<file path="src/rtl/trte_pkg.sv">
package trte_pkg;

   // Result queue sizing: one beat may push two results, so the input side
   // is held off unless two slots are free.
   localparam int FIFO_DEPTH = 4;
   localparam int FIFO_PTR_W = $clog2(FIFO_DEPTH);
   localparam int FIFO_CNT_W = $clog2(FIFO_DEPTH + 1);

   typedef enum logic [2:0] {
      PH_TAG0   = 3'd0,
      PH_TAG1   = 3'd1,
      PH_TAG2   = 3'd2,
      PH_LEN_LO = 3'd3,
      PH_LEN_HI = 3'd4,
      PH_VALUE  = 3'd5,
      PH_CHECK  = 3'd6
   } phase_type;

   typedef enum logic [1:0] {
      ST_FOUND     = 2'd0,
      ST_NOT_FOUND = 2'd1,
      ST_OVERRUN   = 2'd2
   } status_type;

   typedef enum logic {
      KIND_VALUE  = 1'b0,
      KIND_STATUS = 1'b1
   } kind_type;

   typedef enum logic [1:0] {
      CSR_TAG_FIRST_CHAR  = 2'd0,
      CSR_TAG_NAME_LENGTH = 2'd1,
      CSR_TAG_NAME_XOR    = 2'd2,
      CSR_VALUE_LIMIT     = 2'd3
   } csr_index_type;

   localparam logic [15:0] VALUE_LIMIT_RESET = 16'd32;

   typedef struct packed {
      logic [7:0]  tag_first_char;
      logic [7:0]  tag_name_length;
      logic [7:0]  tag_name_xor;
      logic [15:0] value_limit;
   } cfg_type;

   typedef struct packed {
      logic        out_kind;
      logic [7:0]  value_byte;
      logic [1:0]  status_code;
      logic [15:0] value_count;
   } result_type;

   // Results produced by one accepted beat, res0 first.
   typedef struct packed {
      logic [1:0] num;
      result_type res0;
      result_type res1;
   } push_type;

endpackage

</file>
<file path="src/rtl/trte_parser.sv">
module trte_parser
   import trte_pkg::*;
(
   input  logic       clock,
   input  logic       reset,
   input  logic       accept,
   input  logic [7:0] msg_byte,
   input  logic       msg_last,
   input  cfg_type    cfg,
   output push_type   push
);

   phase_type   phase_ff, phase_in;
   logic [2:0]  match_ff, match_in;
   logic [7:0]  len_lo_ff, len_lo_in;
   logic [15:0] remain_ff, remain_in;
   logic        in_match_ff, in_match_in;
   logic        found_ff, found_in;
   logic [15:0] delivered_ff, delivered_in;

   logic        on_boundary;
   logic        emit_value;
   logic [15:0] remain_dec;
   logic [15:0] len_word;
   result_type  value_res;
   result_type  status_res;

   always_ff @(posedge clock) begin
      if (reset) begin
         phase_ff     <= PH_TAG0;
         match_ff     <= '0;
         len_lo_ff    <= '0;
         remain_ff    <= '0;
         in_match_ff  <= 1'b0;
         found_ff     <= 1'b0;
         delivered_ff <= '0;
      end else if (accept) begin
         phase_ff     <= phase_in;
         match_ff     <= match_in;
         len_lo_ff    <= len_lo_in;
         remain_ff    <= remain_in;
         in_match_ff  <= in_match_in;
         found_ff     <= found_in;
         delivered_ff <= delivered_in;
      end
   end

   assign remain_dec = remain_ff - 16'd1;
   assign len_word   = {msg_byte, len_lo_ff};

   always_comb begin
      phase_in     = phase_ff;
      match_in     = match_ff;
      len_lo_in    = len_lo_ff;
      remain_in    = remain_ff;
      in_match_in  = in_match_ff;
      found_in     = found_ff;
      delivered_in = delivered_ff;
      on_boundary  = 1'b0;
      emit_value   = 1'b0;

      case (phase_ff)
         PH_TAG0: begin
            if (msg_byte == cfg.tag_first_char) match_in[0] = 1'b1;
            phase_in = PH_TAG1;
         end
         PH_TAG1: begin
            if (msg_byte == cfg.tag_name_length) match_in[1] = 1'b1;
            phase_in = PH_TAG2;
         end
         PH_TAG2: begin
            if (msg_byte == cfg.tag_name_xor) match_in[2] = 1'b1;
            phase_in = PH_LEN_LO;
         end
         PH_LEN_LO: begin
            len_lo_in = msg_byte;
            phase_in  = PH_LEN_HI;
         end
         PH_LEN_HI: begin
            remain_in = len_word;
            // only the first matching record is delivered
            if (match_ff == 3'b111 && !found_ff) begin
               found_in    = 1'b1;
               in_match_in = 1'b1;
            end
            match_in = '0;
            if (len_word == 16'd0) begin
               in_match_in = 1'b0;
               phase_in    = PH_CHECK;
            end else begin
               phase_in = PH_VALUE;
            end
         end
         PH_VALUE: begin
            if (in_match_ff && delivered_ff < cfg.value_limit) begin
               emit_value   = 1'b1;
               delivered_in = delivered_ff + 16'd1;
            end
            remain_in = remain_dec;
            if (remain_dec == 16'd0) begin
               in_match_in = 1'b0;
               phase_in    = PH_CHECK;
            end
         end
         default: begin
            // check byte (or a phase that cannot occur): record ends here
            phase_in    = PH_TAG0;
            match_in    = '0;
            on_boundary = 1'b1;
         end
      endcase

      if (msg_last) begin
         phase_in     = PH_TAG0;
         match_in     = '0;
         len_lo_in    = '0;
         remain_in    = '0;
         in_match_in  = 1'b0;
         found_in     = 1'b0;
         delivered_in = '0;
      end
   end

   always_comb begin
      value_res.out_kind     = KIND_VALUE;
      value_res.value_byte   = msg_byte;
      value_res.status_code  = ST_FOUND;
      value_res.value_count  = '0;

      status_res.out_kind    = KIND_STATUS;
      status_res.value_byte  = '0;
      if (!on_boundary)  status_res.status_code = ST_OVERRUN;
      else if (found_ff) status_res.status_code = ST_FOUND;
      else               status_res.status_code = ST_NOT_FOUND;
      // count includes a value byte delivered by this same beat
      status_res.value_count = emit_value ? delivered_ff + 16'd1 : delivered_ff;

      push.res1 = status_res;
      if (emit_value) begin
         push.res0 = value_res;
         push.num  = msg_last ? 2'd2 : 2'd1;
      end else begin
         push.res0 = status_res;
         push.num  = msg_last ? 2'd1 : 2'd0;
      end
      if (!accept) push.num = 2'd0;
   end

   a_last_clears: assert property (@(posedge clock) disable iff (reset)
      accept && msg_last |=> phase_ff == PH_TAG0 && delivered_ff == 16'd0 && !found_ff)
      else $error("message state not cleared after final beat");

   a_limit: assert property (@(posedge clock) disable iff (reset)
      accept && emit_value |-> delivered_ff < cfg.value_limit)
      else $error("value byte delivered past limit");

   a_match_found: assert property (@(posedge clock) disable iff (reset)
      in_match_ff |-> found_ff && phase_ff == PH_VALUE)
      else $error("inside matching record without found flag");

   a_two_only_last: assert property (@(posedge clock) disable iff (reset)
      push.num == 2'd2 |-> msg_last && push.res1.out_kind == KIND_STATUS)
      else $error("two results from a non-final beat");

endmodule

</file>
<file path="src/rtl/trte_rsp_fifo.sv">
module trte_rsp_fifo
   import trte_pkg::*;
(
   input  logic       clock,
   input  logic       reset,
   input  push_type   push,
   input  logic       pop,
   output result_type head,
   output logic       not_empty,
   output logic       room_two
);

   result_type            mem_ff [FIFO_DEPTH];
   logic [FIFO_PTR_W-1:0] wr_ptr_ff, wr_ptr_in;
   logic [FIFO_PTR_W-1:0] rd_ptr_ff, rd_ptr_in;
   logic [FIFO_CNT_W-1:0] cnt_ff, cnt_in;
   logic [FIFO_PTR_W-1:0] wr_ptr_next;

   assign wr_ptr_next = wr_ptr_ff + 1'b1;
   assign wr_ptr_in   = wr_ptr_ff + FIFO_PTR_W'(push.num);
   assign rd_ptr_in   = rd_ptr_ff + FIFO_PTR_W'(pop);
   assign cnt_in      = cnt_ff + FIFO_CNT_W'(push.num) - FIFO_CNT_W'(pop);

   always_ff @(posedge clock) begin
      if (reset) begin
         wr_ptr_ff <= '0;
         rd_ptr_ff <= '0;
         cnt_ff    <= '0;
      end else begin
         wr_ptr_ff <= wr_ptr_in;
         rd_ptr_ff <= rd_ptr_in;
         cnt_ff    <= cnt_in;
      end
   end

   always_ff @(posedge clock) begin
      if (push.num != 2'd0) mem_ff[wr_ptr_ff]   <= push.res0;
      if (push.num == 2'd2) mem_ff[wr_ptr_next] <= push.res1;
   end

   assign head      = mem_ff[rd_ptr_ff];
   assign not_empty = cnt_ff != '0;
   assign room_two  = cnt_ff <= FIFO_CNT_W'(FIFO_DEPTH - 2);

   a_no_overflow: assert property (@(posedge clock) disable iff (reset)
      push.num != 2'd0 |-> 32'(cnt_ff) + 32'(push.num) <= FIFO_DEPTH)
      else $error("result queue overflow");

   a_no_underflow: assert property (@(posedge clock) disable iff (reset)
      pop |-> not_empty)
      else $error("result queue underflow");

   a_ptr_track: assert property (@(posedge clock) disable iff (reset)
      FIFO_PTR_W'(wr_ptr_ff - rd_ptr_ff) == FIFO_PTR_W'(cnt_ff))
      else $error("queue pointers disagree with fill count");

endmodule

</file>
<file path="src/rtl/tlv_record_tag_extractor.sv">
// Channel | Direction | Handshake             | Beat payload
// req     | in        | req_valid / req_ready | req_msg_byte, req_msg_last
// rsp     | out       | rsp_valid / rsp_ready | rsp_out_kind, rsp_value_byte,
//         |           |                       | rsp_status_code, rsp_value_count
// csr     | in        | csr_valid / csr_ready | csr_index, csr_data
//
// One message byte per cycle while req_ready is high. A byte's results land
// in the result queue when accepted and appear on rsp next cycle at the earliest.
// The final byte can push two results (value, then status); req_ready drops
// while fewer than two of the four queue slots are free.
// Reset (synchronous) clears parse state, the queue and the registers
// (tag registers to 0, value limit to 32). csr_ready is always high.
// A stalled rsp side fills the queue, then holds off req; nothing is lost.
module tlv_record_tag_extractor
   import trte_pkg::*;
(
   input  logic        clock,
   input  logic        reset,

   input  logic        req_valid,
   output logic        req_ready,
   input  logic [7:0]  req_msg_byte,
   input  logic        req_msg_last,

   output logic        rsp_valid,
   input  logic        rsp_ready,
   output logic        rsp_out_kind,
   output logic [7:0]  rsp_value_byte,
   output logic [1:0]  rsp_status_code,
   output logic [15:0] rsp_value_count,

   input  logic        csr_valid,
   output logic        csr_ready,
   input  logic [1:0]  csr_index,
   input  logic [15:0] csr_data
);

   cfg_type    cfg_ff;
   push_type   push;
   result_type head;
   logic       req_accept;
   logic       q_not_empty;
   logic       q_room_two;

   // Configuration registers: written any cycle, software keeps writes to idle.
   assign csr_ready = 1'b1;

   always_ff @(posedge clock) begin
      if (reset) begin
         cfg_ff.tag_first_char  <= '0;
         cfg_ff.tag_name_length <= '0;
         cfg_ff.tag_name_xor    <= '0;
         cfg_ff.value_limit     <= VALUE_LIMIT_RESET;
      end else if (csr_valid && csr_ready) begin
         case (csr_index_type'(csr_index))
            CSR_TAG_FIRST_CHAR:  cfg_ff.tag_first_char  <= csr_data[7:0];
            CSR_TAG_NAME_LENGTH: cfg_ff.tag_name_length <= csr_data[7:0];
            CSR_TAG_NAME_XOR:    cfg_ff.tag_name_xor    <= csr_data[7:0];
            CSR_VALUE_LIMIT:     cfg_ff.value_limit     <= csr_data;
            default: ;
         endcase
      end
   end

   assign req_ready  = q_room_two;
   assign req_accept = req_valid && req_ready;

   // Per-byte record parser; results go straight into the queue registers.
   trte_parser u_parser (
      .clock    (clock),
      .reset    (reset),
      .accept   (req_accept),
      .msg_byte (req_msg_byte),
      .msg_last (req_msg_last),
      .cfg      (cfg_ff),
      .push     (push)
   );

   trte_rsp_fifo u_rsp_fifo (
      .clock     (clock),
      .reset     (reset),
      .push      (push),
      .pop       (rsp_valid && rsp_ready),
      .head      (head),
      .not_empty (q_not_empty),
      .room_two  (q_room_two)
   );

   assign rsp_valid       = q_not_empty;
   assign rsp_out_kind    = head.out_kind;
   assign rsp_value_byte  = head.value_byte;
   assign rsp_status_code = head.status_code;
   assign rsp_value_count = head.value_count;

endmodule
</file>
<file path="config.mk">
export PLATFORM = sky130hd
export DESIGN_NAME = tlv_record_tag_extractor
export DESIGN_NICKNAME = d
export VERILOG_FILES = /design/src/rtl/trte_pkg.sv /design/src/rtl/trte_parser.sv /design/src/rtl/trte_rsp_fifo.sv /design/src/rtl/tlv_record_tag_extractor.sv
export SDC_FILE = /design/constraint.sdc
export NUM_CORES = 1
export LEC_CHECK = 0
export BUFFER_PORTS_ARGS = -buffer_cell sky130_fd_sc_hd__buf_2
export CAP_MARGIN = 10
export CORE_MARGIN = 4
export CORE_UTILIZATION = 55
export DETAILED_ROUTE_END_ITERATION = 7
export PLACE_DENSITY = 0.8
export SLEW_MARGIN = 40
export SYNTH_ARGS = -nofsm -noshare
export SYNTH_HDL_FRONTEND = slang
export SYNTH_SLANG_ARGS = --single-unit
</file>
<file path="constraint.sdc">
create_clock -name clock -period 13 [get_ports clock]
set_clock_uncertainty 0.2 [all_clocks]
set_input_delay 2.6 -clock clock [delete_from_list [all_inputs] [get_ports clock]]
set_output_delay 2.6 -clock clock [all_outputs]
set_load 0.05 [all_outputs]
</file>
Word-level counts from Yosys, hierarchy flattened
Memory sizes are Yosys's and may differ from the RTL's. A register that Yosys moved wholly into a read port is not among the register bits.
Cells that the tools add are included.
- add/sub/neg operators: 7
- muxes and demuxes: 39
- magnitude comparators: 2
- reductions and logical operators: 34
- eq/ne operators: 21
- operators by type and width (operator ; number):
    two-way mux 16 bit ; 5
    zero test 16 bit ; 2
    case mux 16 bit (2 select lines) ; 1
    two-way mux 29 bit ; 1
    == test 8 bit ; 3
    case mux 3 bit (6 select lines) ; 1
    two-way mux 1 bit ; 17
    adder 16 x 1 -> 16 bit (second input constant) ; 1
    less-than comparator 16 bit ; 1
    two-way mux 8 bit ; 2
    subtractor 16 x 1 -> 16 bit (second input constant) ; 1
    AND reduction 3 bit ; 5
    AND reduction 2 bit ; 7
    inequality test 3 x 2 -> 1 bit (second input constant) ; 4
    nonzero test 2 bit ; 6
    OR reduction 4 bit ; 3
    two-way mux 2 bit ; 5
    == test 3 bit (second input constant) ; 3
    two-way mux 3 bit ; 3
    case mux 1 bit (2 select lines) ; 4
    == test 2 bit (second input constant) ; 3
    == test 3 x 2 -> 1 bit (second input constant) ; 2
    inequality test 2 x 1 -> 1 bit (second input constant) ; 3
    nonzero test 3 bit ; 2
    other kinds (15) ; 18
- output and inout bits: 30
- memory bits (writable): 108
- memories: 1
- bits of input ports: 32
- flip-flop bits (word level): 95
- memories (memory ; words ; bits a word ; read ports ; clocked after memory_dff ; wr ports ; line ; RTL):
    u_rsp_fifo.mem_ff ; 4 ; 27 ; 1 ; 1 ; 2 ; trte_rsp_fifo.sv:13 ; result_type mem_ff [FIFO_DEPTH];

Depth between registers and ports, before layout
Gate-level depths: netlist of run 1.
- word-level depth: 10
- gate-level depth with buffers: 18

Hierarchy
Synthesis of run 1 repeated with hierarchy kept, for this count alone.
- cells, all modules: 996
- area total of the unflattened synthesis: 11415.9 um^2
- modules (own cells, without submodules) (module ; seq. area each (um^2) ; area an instance (um^2) ; cells each ; times used):
    trte_rsp_fifo ; 3383.2 ; 5711.7 ; 303 ; 1
    trte_parser ; 960.9 ; 4021.4 ; 534 ; 1
    tlv_record_tag_extractor ; 800.8 ; 1682.9 ; 159 ; 1

Worst setup path before layout of run 1
OpenSTA, ideal clock, no wires.
- kind: input to register
- start: input req_msg_last
- end: memory u_rsp_fifo.mem_ff[0][0] in the netlist's numbering, enable pin
- buffers on the path: 1
- stages on the path: 6
- data arrival time: 4.174 ns
- setup slack: 8.253 ns
- data required time: 12.427 ns
- path through: ha_1 -> clkbuf_1 -> o211ai_1 -> nor3_1 -> nor2_1 -> inv_1
- RTL lines (element ; line ; RTL):
    from (decl) ; tlv_record_tag_extractor.sv:23 ; input logic req_msg_last,
    to (decl) ; trte_rsp_fifo.sv:13 ;

==> results of run 1 <==
cell type report:
cell class                      count  area [sq um]
Clock buffer                       31         624.3
Timing Repair Buffer               71         395.4
Fill cell                        1531          7194
Sequential cell                   203          4788
Multi-Input combinational cell    788          5229
Inverter                           31         116.4
Antenna cell                        1         2.502
Clock inverter                      8         125.1
Tap cell                          234         292.8
synthesized netlist by cell type (3+ instances only):
cell and number:
nor2b_1 8, a21oi_1 66, a21o_1 14, nor3_1 7, nand3b_1 12, a32o_1 6, xnor2_1 17, nor4_1 9
o31ai_1 6, clkbuf_1 84, nand3_1 48, inv_1 30, a211oi_1 4, buf_4 5, buf_2 8, mux4_2 27
o21ai_0 130, or2_2 3, and4_1 5, and3_1 15, a21bo_2 4, a22o_1 8, a311oi_1 13, and2_1 8
o211ai_1 6, dfxtp_1 131, o21ai_1 6, edfxtp_1 72, nand4_1 6, xor2_1 21, nor3_2 4, nand2b_1 11
or3_1 8, nor2_1 123, ha_1 25, a22oi_1 18, nand2_1 77, o22ai_1 16, mux2i_1 24, nor3b_1 4
worst max path at each step:
stage / start / endpoint / slack [ns] / cells after the start
final: req_msg_last / u_rsp_fifo.mem_ff[3][11] / 7.76 / 6
after global routing: req_msg_last / u_rsp_fifo.mem_ff[3][0] / 7.49 / 6
after CTS: req_msg_last / u_rsp_fifo.mem_ff[2][14] / 8.03 / 8
after detailed placement: req_msg_last / u_rsp_fifo.mem_ff[2][14] / 7.51 / 8
after global placement: req_msg_last / u_rsp_fifo.mem_ff[2][14] / 7.25 / 8
after floorplan: req_msg_last / u_rsp_fifo.mem_ff[0][0] / 8.25 / 6
power by group through the flow:
stage | logic (mW) | registers, mW | clock network, mW
6_report | 0.315 | 0.717 | 0.644
5_1_grt | 0.338 | 0.722 | 0.676
4_1_cts | 0.317 | 0.718 | 0.650
3_5_place_dp | 0.317 | 0.731 | 0
3_3_place_gp | 0.312 | 0.729 | 0
2_1_floorplan | 0.268 | 0.706 | 0
per-stage QoR:
| step | instance area, sq um | hold WS (ns) | power [mW] | setup slack, ns | instances |
|---|---|---|---|---|---|
| detailed placement | 10820 | 0.2487 | 1.048 | 7.511 | 1327 |
| CTS | 11570 | 0.2565 | 1.686 | 8.032 | 1366 |
| finish | 11570 | 0.2559 | 1.676 | 7.762 | 1367 |
| global route | 11570 | 0.2722 | 1.736 | 7.491 | 1367 |
| floorplan | 10520 | 0.2356 | 0.9737 | 8.253 | 1121 |
| global placement | 10780 | 0.2431 | 1.042 | 7.252 | 1326 |
layer usage:
layer	GRT usage [%]	vias to the layer above
met5	0	-
li1	-	4058
met4	6.679	0
met3	4.469	49
met2	37.05	381
met1	31.65	4035
critical path, stage by stage:
cell	delay [ns]
buf_2	0.45
ha_1	0.47
o211ai_1	0.50
nor2_1	0.13
nor2_1	0.22
clkinv_1	0.68
sequential cells by signal (all words and copies together) (netlist names):
register,flops
u_parser.len_lo_ff,8
u_parser.found_ff,1
u_rsp_fifo.mem_ff,108
u_parser.match_ff,3
u_rsp_fifo.cnt_ff,3
u_parser.delivered_ff,16
u_parser.in_match_ff,1
u_rsp_fifo.wr_ptr_ff,2
cfg_ff,40
u_parser.remain_ff,16
u_parser.phase_ff,3
u_rsp_fifo.rd_ptr_ff,2
kinds of logic after synthesis:
group | Yosys count | share of synthesized area [%]
buf+inv | 130 | 4.985
compound gates | 312 | 18.03
fa+ha+maj | 26 | 3.164
xor+xnor | 38 | 3.164
other cells | 1 | 0.03565
mux | 51 | 8.066
simple gates | 360 | 17.06
flops | 203 | 45.49
==> reports/results.txt, run 1 <==
status -> finished, final reports clean
leading area contributor after synthesis -> dfxtp_1
largest net degree at the start of global routing -> 45
CTS tree -> yes
Hold Path Cell Cnt -> 2
worst r2r dst -> u_rsp_fifo.mem_ff[3][11]
number of H-tree levels -> 1
CTS hold repair buffers -> 0
synth top area cells -> dfxtp_1, edfxtp_1, o21ai_0
length of routed met2 wiring -> 11650 um
Post-DRT Antenna Nets -> 0
Min-Delay Path Class -> reg -> reg
number of flops mapped to enable cells by yosys -> 72
mapped cell area -> 0.01052 sq mm
vias in the first global route -> 8058
cts repair resizes -> 0
ys async rst share -> 0%
P_sw -> 0.4902 mW
most frequent cells in the layout -> o21ai_0, dfxtp_1, nor2_1
Peak supply drop -> 0.00008986 V
M1 WL -> 10680 um
Overflow after GRT -> 0
Switching Fraction -> 29.25%
number of distinct library cells after synthesis -> 65
Achievable Freq -> 190.9 MHz
Seq pwr share -> 42.8%
DR DRC count -> 0
CTS sink count -> 203
initial antenna violation count -> 1
CP required -> 12.82 ns
crit path max fanout -> 31
vias per inst -> 6.235
Rows -> 50
WS Path Type -> in -> reg
Worst R2R Path Depth -> 11
worst skew pair latency -> 0.51 ns
Slew @ Worst Pin -> 0.7837 ns
fin crit share -> 40.30%
Synth Register Bits -> 203
metal3 WL -> 2260 um
I/O Pins -> 62
Tmin final -> 5.238 ns
Max Buffers Root-to-Sink -> 3
clock-pin transition on the worst setup and hold timing paths -> 0.06 ns
Slew HR -> 47.43%
Leak Pwr -> 4.262 nW
PortBufs -> 60
reg2reg start -> u_parser.delivered_ff[2]
Nets -> 1175
Hold Crit Start -> cfg_ff[0]
die area -> 0.02140 sq mm
GP Congestion -> 0.9156
Critical Path Source Type -> primary input
MaxCap Viol Count -> 0
Synth top area share -> 24.93%
pwr dens -> 144.8 mW/mm^2
Routed WL -> 25200 um
setup TNS -> 0 ns
Overall Global Routing Usage -> 22.94%
wire per inst -> 18.44 um
Hold Violations, Final -> 0
cell count after synthesis -> 1121
first-pass GRT wire length -> 41030 um
final setup fails -> 0
Synth Flop Type -> dfxtp_1
Combinational Power Share -> 18.8%
mean post-synth cell area -> 9.382 sq um
routed vias -> 8523
Die Ht -> 146.3 um
WHS Endpoint -> cfg_ff[0]
Synth Net Count -> 1179
Synth Warn # -> 0
Post-CTS Setup Bufs -> 0
Die X -> 146.3 um
unrepaired setup endpoints after global routing -> false
Clk pwr share -> 38.4%
DR iter-0 viols -> 856
CTS Buf Count -> 22
Layout area overhead -> 10.04%
internal power -> 1.186 mW
final core utilization -> 61.67%
Detailed Routing Iterations Pass 1 -> 7
CTS Root Cell -> clkbuf_16
Initial Utilization -> 56.04%
share of layout cells above drive strength 1 -> 14.13%
Core Box Area -> 0.01877 sq mm
sequential element share of the synthesized area -> 45.49%
DR top layer -> met4
CP Data Arrival Time -> 5.06 ns
CP endpoint kind -> flop
hpwl dp -> 16600 um
Worst R2R Setup Slack -> 8.24 ns
fin. max-slew vios -> 0
Power figures use the tool's default switching activity.
==> run 2, diff against run 1 <==
--- a/config.mk
+++ b/config.mk
@@ -5,6 +5,7 @@
 export SDC_FILE = /design/constraint.sdc
 export NUM_CORES = 1
 export LEC_CHECK = 0
+export ABC_AREA = 1
 export BUFFER_PORTS_ARGS = -buffer_cell sky130_fd_sc_hd__buf_2
 export CAP_MARGIN = 10
 export CORE_MARGIN = 4
==> constraint.sdc (replaced) <==
create_clock -name clock -period 5.4 [get_ports clock]
set_clock_uncertainty 0.2 [all_clocks]
set_input_delay 1.08 -clock clock [delete_from_list [all_inputs] [get_ports clock]]
set_output_delay 1.08 -clock clock [all_outputs]
set_load 0.05 [all_outputs]
==> reports/results.txt, run 2 <==
CP Data Arrival Time -> 4.29 ns
biggest regs -> u_rsp_fifo.mem_ff (108), cfg_ff (40)
number of H-tree levels -> 1
Synth Flop Type -> dfxtp_1
clock-pin transition on the worst setup and hold timing paths -> 0.06 ns
Initial Utilization -> 56.73%
synth top area cells -> dfxtp_1, edfxtp_1, nand2_1
fin crit share -> 79.30%
Hold Violations, Final -> 0
Layout area overhead -> 9.513%
CTS Root Cell -> clkbuf_16
vias per inst -> 5.791
Tmin final -> 4.282 ns
I/O Pins -> 62
max reg flops -> 108
MaxCap Viol Count -> 0
Die X -> 145.3 um
leading cell types by count after synthesis -> nand2_1, nor2_1, o21ai_0
Max Buffers Root-to-Sink -> 3
routed vias -> 9346
first-pass GRT wire length -> 44330 um
mapped cell area -> 0.01036 sq mm
final setup fails -> 0
CP endpoint kind -> flop
die area -> 0.02110 sq mm
Core Box Area -> 0.01827 sq mm
cell count after synthesis -> 1349
WS Path Type -> reg -> reg
Leak Pwr -> 4.471 nW
worst skew pair latency -> 0.50 ns
crit path max fanout -> 20
initial antenna violation count -> 0
Die Ht -> 145.3 um
PortBufs -> 60
Synth Warn # -> 0
CTS tree -> yes
CTS sink count -> 203
number of distinct library cells after synthesis -> 48
Achievable Freq -> 233.5 MHz
Slew @ Worst Pin -> 0.8247 ns
wire per inst -> 16.92 um
Synth Net Count -> 1407
fin. max-slew vios -> 0
DR iter-0 viols -> 902
CTS hold repair buffers -> 0
CP required -> 5.41 ns
ys async rst share -> 0%
share of layout cells above drive strength 1 -> 10.32%
setup TNS -> 0 ns
GP Congestion -> 0.9469
cts repair resizes -> 0
sequential element share of the synthesized area -> 46.17%
Min-Delay Path Class -> reg -> reg
number of flops mapped to enable cells by yosys -> 72
Filler cells -> 1621
largest net degree at the start of global routing -> 57
pre-CTS setup slack -> 1.263 ns
Overflow after GRT -> 0
# diodes -> 0
leading area contributor after synthesis -> dfxtp_1
Slew HR -> 44.96%
Nets -> 1427
multi-input combinational cell area -> 0.004785 sq mm
Routed WL -> 27320 um
Overall Global Routing Usage -> 25.02%
Largest Register -> u_rsp_fifo.mem_ff
mean post-synth cell area -> 7.682 sq um
most numerous cell in the Yosys netlist -> nand2_1
Post-DRT Antenna Nets -> 0
CTS Buf Count -> 22
DR DRC count -> 0
most common cell after layout, fill and taps aside -> nand2_1
unrepaired setup endpoints after global routing -> false
hpwl dp -> 18330 um
most frequent cells in the layout -> nand2_1, nor2_1, o21ai_0
status -> finished, final reports clean
Peak supply drop -> 0.0002101 V
Synth top area share -> 25.30%
Seq. cell area -> 0.004785 sq mm
Post-CTS Setup Bufs -> 0
Detailed Routing Iterations Pass 1 -> 6
pwr dens -> 394.4 mW/mm^2
Critical Path Source Type -> flop
Synth Register Bits -> 203
final worst slack -> 1.118 ns
vias in the first global route -> 8737
Worst R2R Setup Slack -> 1.12 ns
Rows -> 49
## run 2: cell count changes after synthesis, sizes merged, moves of 14 or more
cell / delta
nand2: +209
inv: +88
a21oi: +61
nor2: +60
clkbuf: -38
mux4: -27
mux2i: -24
o21ai: +22
o22ai: +21
a22oi: -18
and3: -15
a21o: -14
## run 2: cells by family after synthesis
group	synth area share [%]
simple gates	21.85
compound gates	18.28
flops	46.17
buf+inv	7.835
xor+xnor	2.620
fa+ha+maj	3.211
other cells	0.03618
## run 2: path summary, 6_finish.rpt
path	startpoint	endpoint	cells past startpoint
worst max register to register	u_parser.delivered_ff[13]	u_rsp_fifo.mem_ff[2][13]	18
worst max-delay path	u_parser.delivered_ff[13]	u_rsp_fifo.mem_ff[2][13]	18
worst min register to register	u_rsp_fifo.mem_ff[2][26]	u_rsp_fifo.mem_ff[2][26]	2
worst min-delay path	u_rsp_fifo.mem_ff[2][26]	u_rsp_fifo.mem_ff[2][26]	2
## run 2: critical path, stage by stage, from the launching register on
cell and delay, ns:
dfxtp_1 0.43, ha_1 0.28, nand2_1 0.06, inv_1 0.03, o21ai_1 0.11, nand3_1 0.08
a21oi_1 0.20, nand4_2 0.16, inv_2 0.08, ha_1 0.28, inv_1 0.08, nor2_1 0.07
nor2_1 0.16, inv_1 0.09, nand2_1 0.44, nand2_1 0.11, buf_4 0.25, inv_1 0.64
o22ai_1 0.20
## run 2: per-stage QoR
stage / util (%) / power (mW) / cell area (sq um) / hold WS [ns] / cells
6_report: 62.12 / 4.476 / 11350 / 0.2542 / 1614
5_1_grt: 62.12 / 4.704 / 11350 / 0.2764 / 1614
4_1_cts: 62.04 / 4.484 / 11330 / 0.2556 / 1614
3_5_place_dp: 58.45 / 3.111 / 10680 / 0.2423 / 1574
3_3_place_gp: 58.42 / 3.089 / 10670 / 0.2361 / 1574
2_1_floorplan: - / 2.800 / 10360 / 0.2219 / 1349
## run 2: area by class of cell
type	instances	share of cell area (%)
sequential	203	42.16
clock inverter	14	0.6063
timing repair buffer	70	3.329
multi-input combinational	950	42.16
tap	229	2.525
inverter	122	4.057
clock buffer	26	5.170
## run 2: power breakdown
| part | leakage, nW | internal, mW | switching [mW] | total (mW) |
|---|---|---|---|---|
| combinational | 2.35 | 0.341 | 1.03 | 1.37 |
| clock | 0.316 | 0.775 | 0.611 | 1.39 |
| sequential | 1.80 | 1.67 | 0.0526 | 1.72 |
| total | 4.47 | 2.78 | 1.70 | 4.48 |
## run 2: metal layers
metal,share of wire (%),GRT usage [%]
met5,0,0
met4,2.4,8.310
met3,8.5,3.025
met2,47,41.04
met1,42,34.63
==> run 3, diff against run 2 <==
--- a/config.mk
+++ b/config.mk
@@ -5,13 +5,13 @@
 export SDC_FILE = /design/constraint.sdc
 export NUM_CORES = 1
 export LEC_CHECK = 0
-export ABC_AREA = 1
+export ABC_AREA = 0
 export BUFFER_PORTS_ARGS = -buffer_cell sky130_fd_sc_hd__buf_2
 export CAP_MARGIN = 10
 export CORE_MARGIN = 4
 export CORE_UTILIZATION = 55
 export DETAILED_ROUTE_END_ITERATION = 7
-export PLACE_DENSITY = 0.8
+export PLACE_DENSITY = 0.83
 export SLEW_MARGIN = 40
 export SYNTH_ARGS = -nofsm -noshare
 export SYNTH_HDL_FRONTEND = slang
==> constraint.sdc (replaced) <==
create_clock -name clock -period 3.9 [get_ports clock]
set_clock_uncertainty 0.2 [all_clocks]
set_input_delay 0.78 -clock clock [delete_from_list [all_inputs] [get_ports clock]]
set_output_delay 0.78 -clock clock [all_outputs]
set_load 0.05 [all_outputs]
==> reports/results.txt, run 3 (synthesized netlist as in run 1, its figures left out) <==
DR iter-0 viols -> 796
Leak Pwr -> 4.444 nW
setup TNS -> 0 ns
Detailed Routing Iterations Pass 1 -> 5
CP Data Arrival Time -> 3.92 ns
most common cell after layout, fill and taps aside -> o21ai_0
CTS Buf Count -> 21
share of layout cells above drive strength 1 -> 18.00%
final core utilization -> 63.06%
fin crit share -> 96.03%
vias per inst -> 6.219
Slew HR -> 38.90%
Die Ht -> 146.3 um
WS Path Type -> reg -> reg
Largest Register -> u_rsp_fifo.mem_ff
vias in the first global route -> 8087
Min-Delay Path Class -> reg -> reg
max reg flops -> 108
Initial Utilization -> 56.04%
Design Power -> 5.435 mW
pwr dens -> 459.2 mW/mm^2
Post-Place Cell Area -> 0.01109 sq mm
Die X -> 146.3 um
first-pass GRT wire length -> 41290 um
die area -> 0.02140 sq mm
status -> finished, final reports clean
PortBufs -> 60
Tmin final -> 3.745 ns
number of H-tree levels -> 1
fin. max-slew vios -> 0
CTS sink count -> 203
biggest regs -> u_rsp_fifo.mem_ff (108), cfg_ff (40)
Hold Violations, Final -> 0
Slew @ Worst Pin -> 0.9165 ns
Overall Global Routing Usage -> 23.15%
most frequent cells in the layout -> o21ai_0, dfxtp_1, nor2_1
CTS tree -> yes
Critical Path Source Type -> flop
GP Congestion -> 0.8828
pre-CTS setup slack -> 0.04286 ns
initial antenna violation count -> 0
Peak supply drop -> 0.0002725 V
Achievable Freq -> 267.0 MHz
I/O Pins -> 62
clock-pin transition on the worst setup and hold timing paths -> 0.06 ns
routed vias -> 8744
Rows -> 50
Post-DRT Antenna Nets -> 0
CTS Root Cell -> clkbuf_16
Max Buffers Root-to-Sink -> 3
largest net degree at the start of global routing -> 51
DR DRC count -> 0
Routed WL -> 25760 um
CP endpoint kind -> flop
Layout area overhead -> 12.53%
final setup fails -> 0
worst skew pair latency -> 0.51 ns
final worst slack -> 0.1549 ns
Nets -> 1215
crit path max fanout -> 23
MaxCap Viol Count -> 0
Core Box Area -> 0.01877 sq mm
Overflow after GRT -> 0
# diodes -> 0
hpwl dp -> 17280 um
Final Cell Area -> 0.01184 sq mm
wire per inst -> 18.32 um
CP required -> 4.07 ns
Filler cells -> 1494
## run 3: cell count changes in the layout (fill, tap and decap cells not counted), sizes merged, moves of 18 or more
cell   before  now
o22ai      37   16
a21oi     128   67
nor2      183  123
o21ai     158  136
mux2i       0   24
mux4        0   27
a22oi       0   18
buf        70  112
nand2     286   77
inv       118   33
## run 3: report_power, final
group          internal, mW  switching (mW)  total, mW  leakage (nW)
sequential             2.28           0.116       2.39          1.67
clock                  1.12           0.824       1.95         0.328
combinational         0.393           0.701       1.09          2.45
## run 3: critical path: stages, from the launching register on
cell,delay (ns)
dfxtp_1,0.34
inv_1,0.05
ha_1,0.32
a211o_1,0.29
a31oi_2,0.18
nor3_2,0.08
o41ai_4,0.26
and2_4,0.23
ha_4,0.22
buf_4,0.16
or3_1,0.75
buf_4,0.35
nand3_1,0.08
o21ai_0,0.10
## run 3: metal layers
layer  vias up  wire length [um]  global-route usage [%]
li1       4145                 -                       -
met1      4131             10820                   32.07
met2       417             12220                   38.09
met3        51              2194                   3.135
met4         0               519                   7.150
met5         -                 0                       0
## run 3: timing repair
item	4_1_cts	5_1_grt
gates cloned	0	0
pin swaps	0	4
gates resized for setup	1	13
setup buffers	0	3
endpoints found under the setup margin	1	77
hold buffers	0	0
## run 3: through the flow
step                      cells  hold slack (ns)
after detailed placement   1365           0.2480
after CTS                  1403           0.2563
after global routing       1406           0.2769
final                      1406           0.2558
after floorplan            1121           0.2356
after global placement     1365           0.2435
## run 3: layout make-up
type                       count  area, sq um  area share [%]
clock inverter                 9        80.08          0.6766
timing repair buffer         112        694.4           5.867
clock buffer                  29        586.8           4.958
inverter                      31        116.4          0.9832
sequential                   203         4792           40.49
tap                          234        292.8           2.474
multi-input combinational    788         5273           44.55
## run 3: worst paths after layout
check / startpoint / end / slack [ns] / cells after the start
setup / recovery: cfg_ff[2] / u_rsp_fifo.mem_ff[2][23] / 0.15 / 13
hold reg to reg: cfg_ff[10] / cfg_ff[10] / 0.26 / 2
setup reg to reg: cfg_ff[2] / u_rsp_fifo.mem_ff[2][23] / 0.15 / 13
hold / removal: cfg_ff[10] / cfg_ff[10] / 0.26 / 2
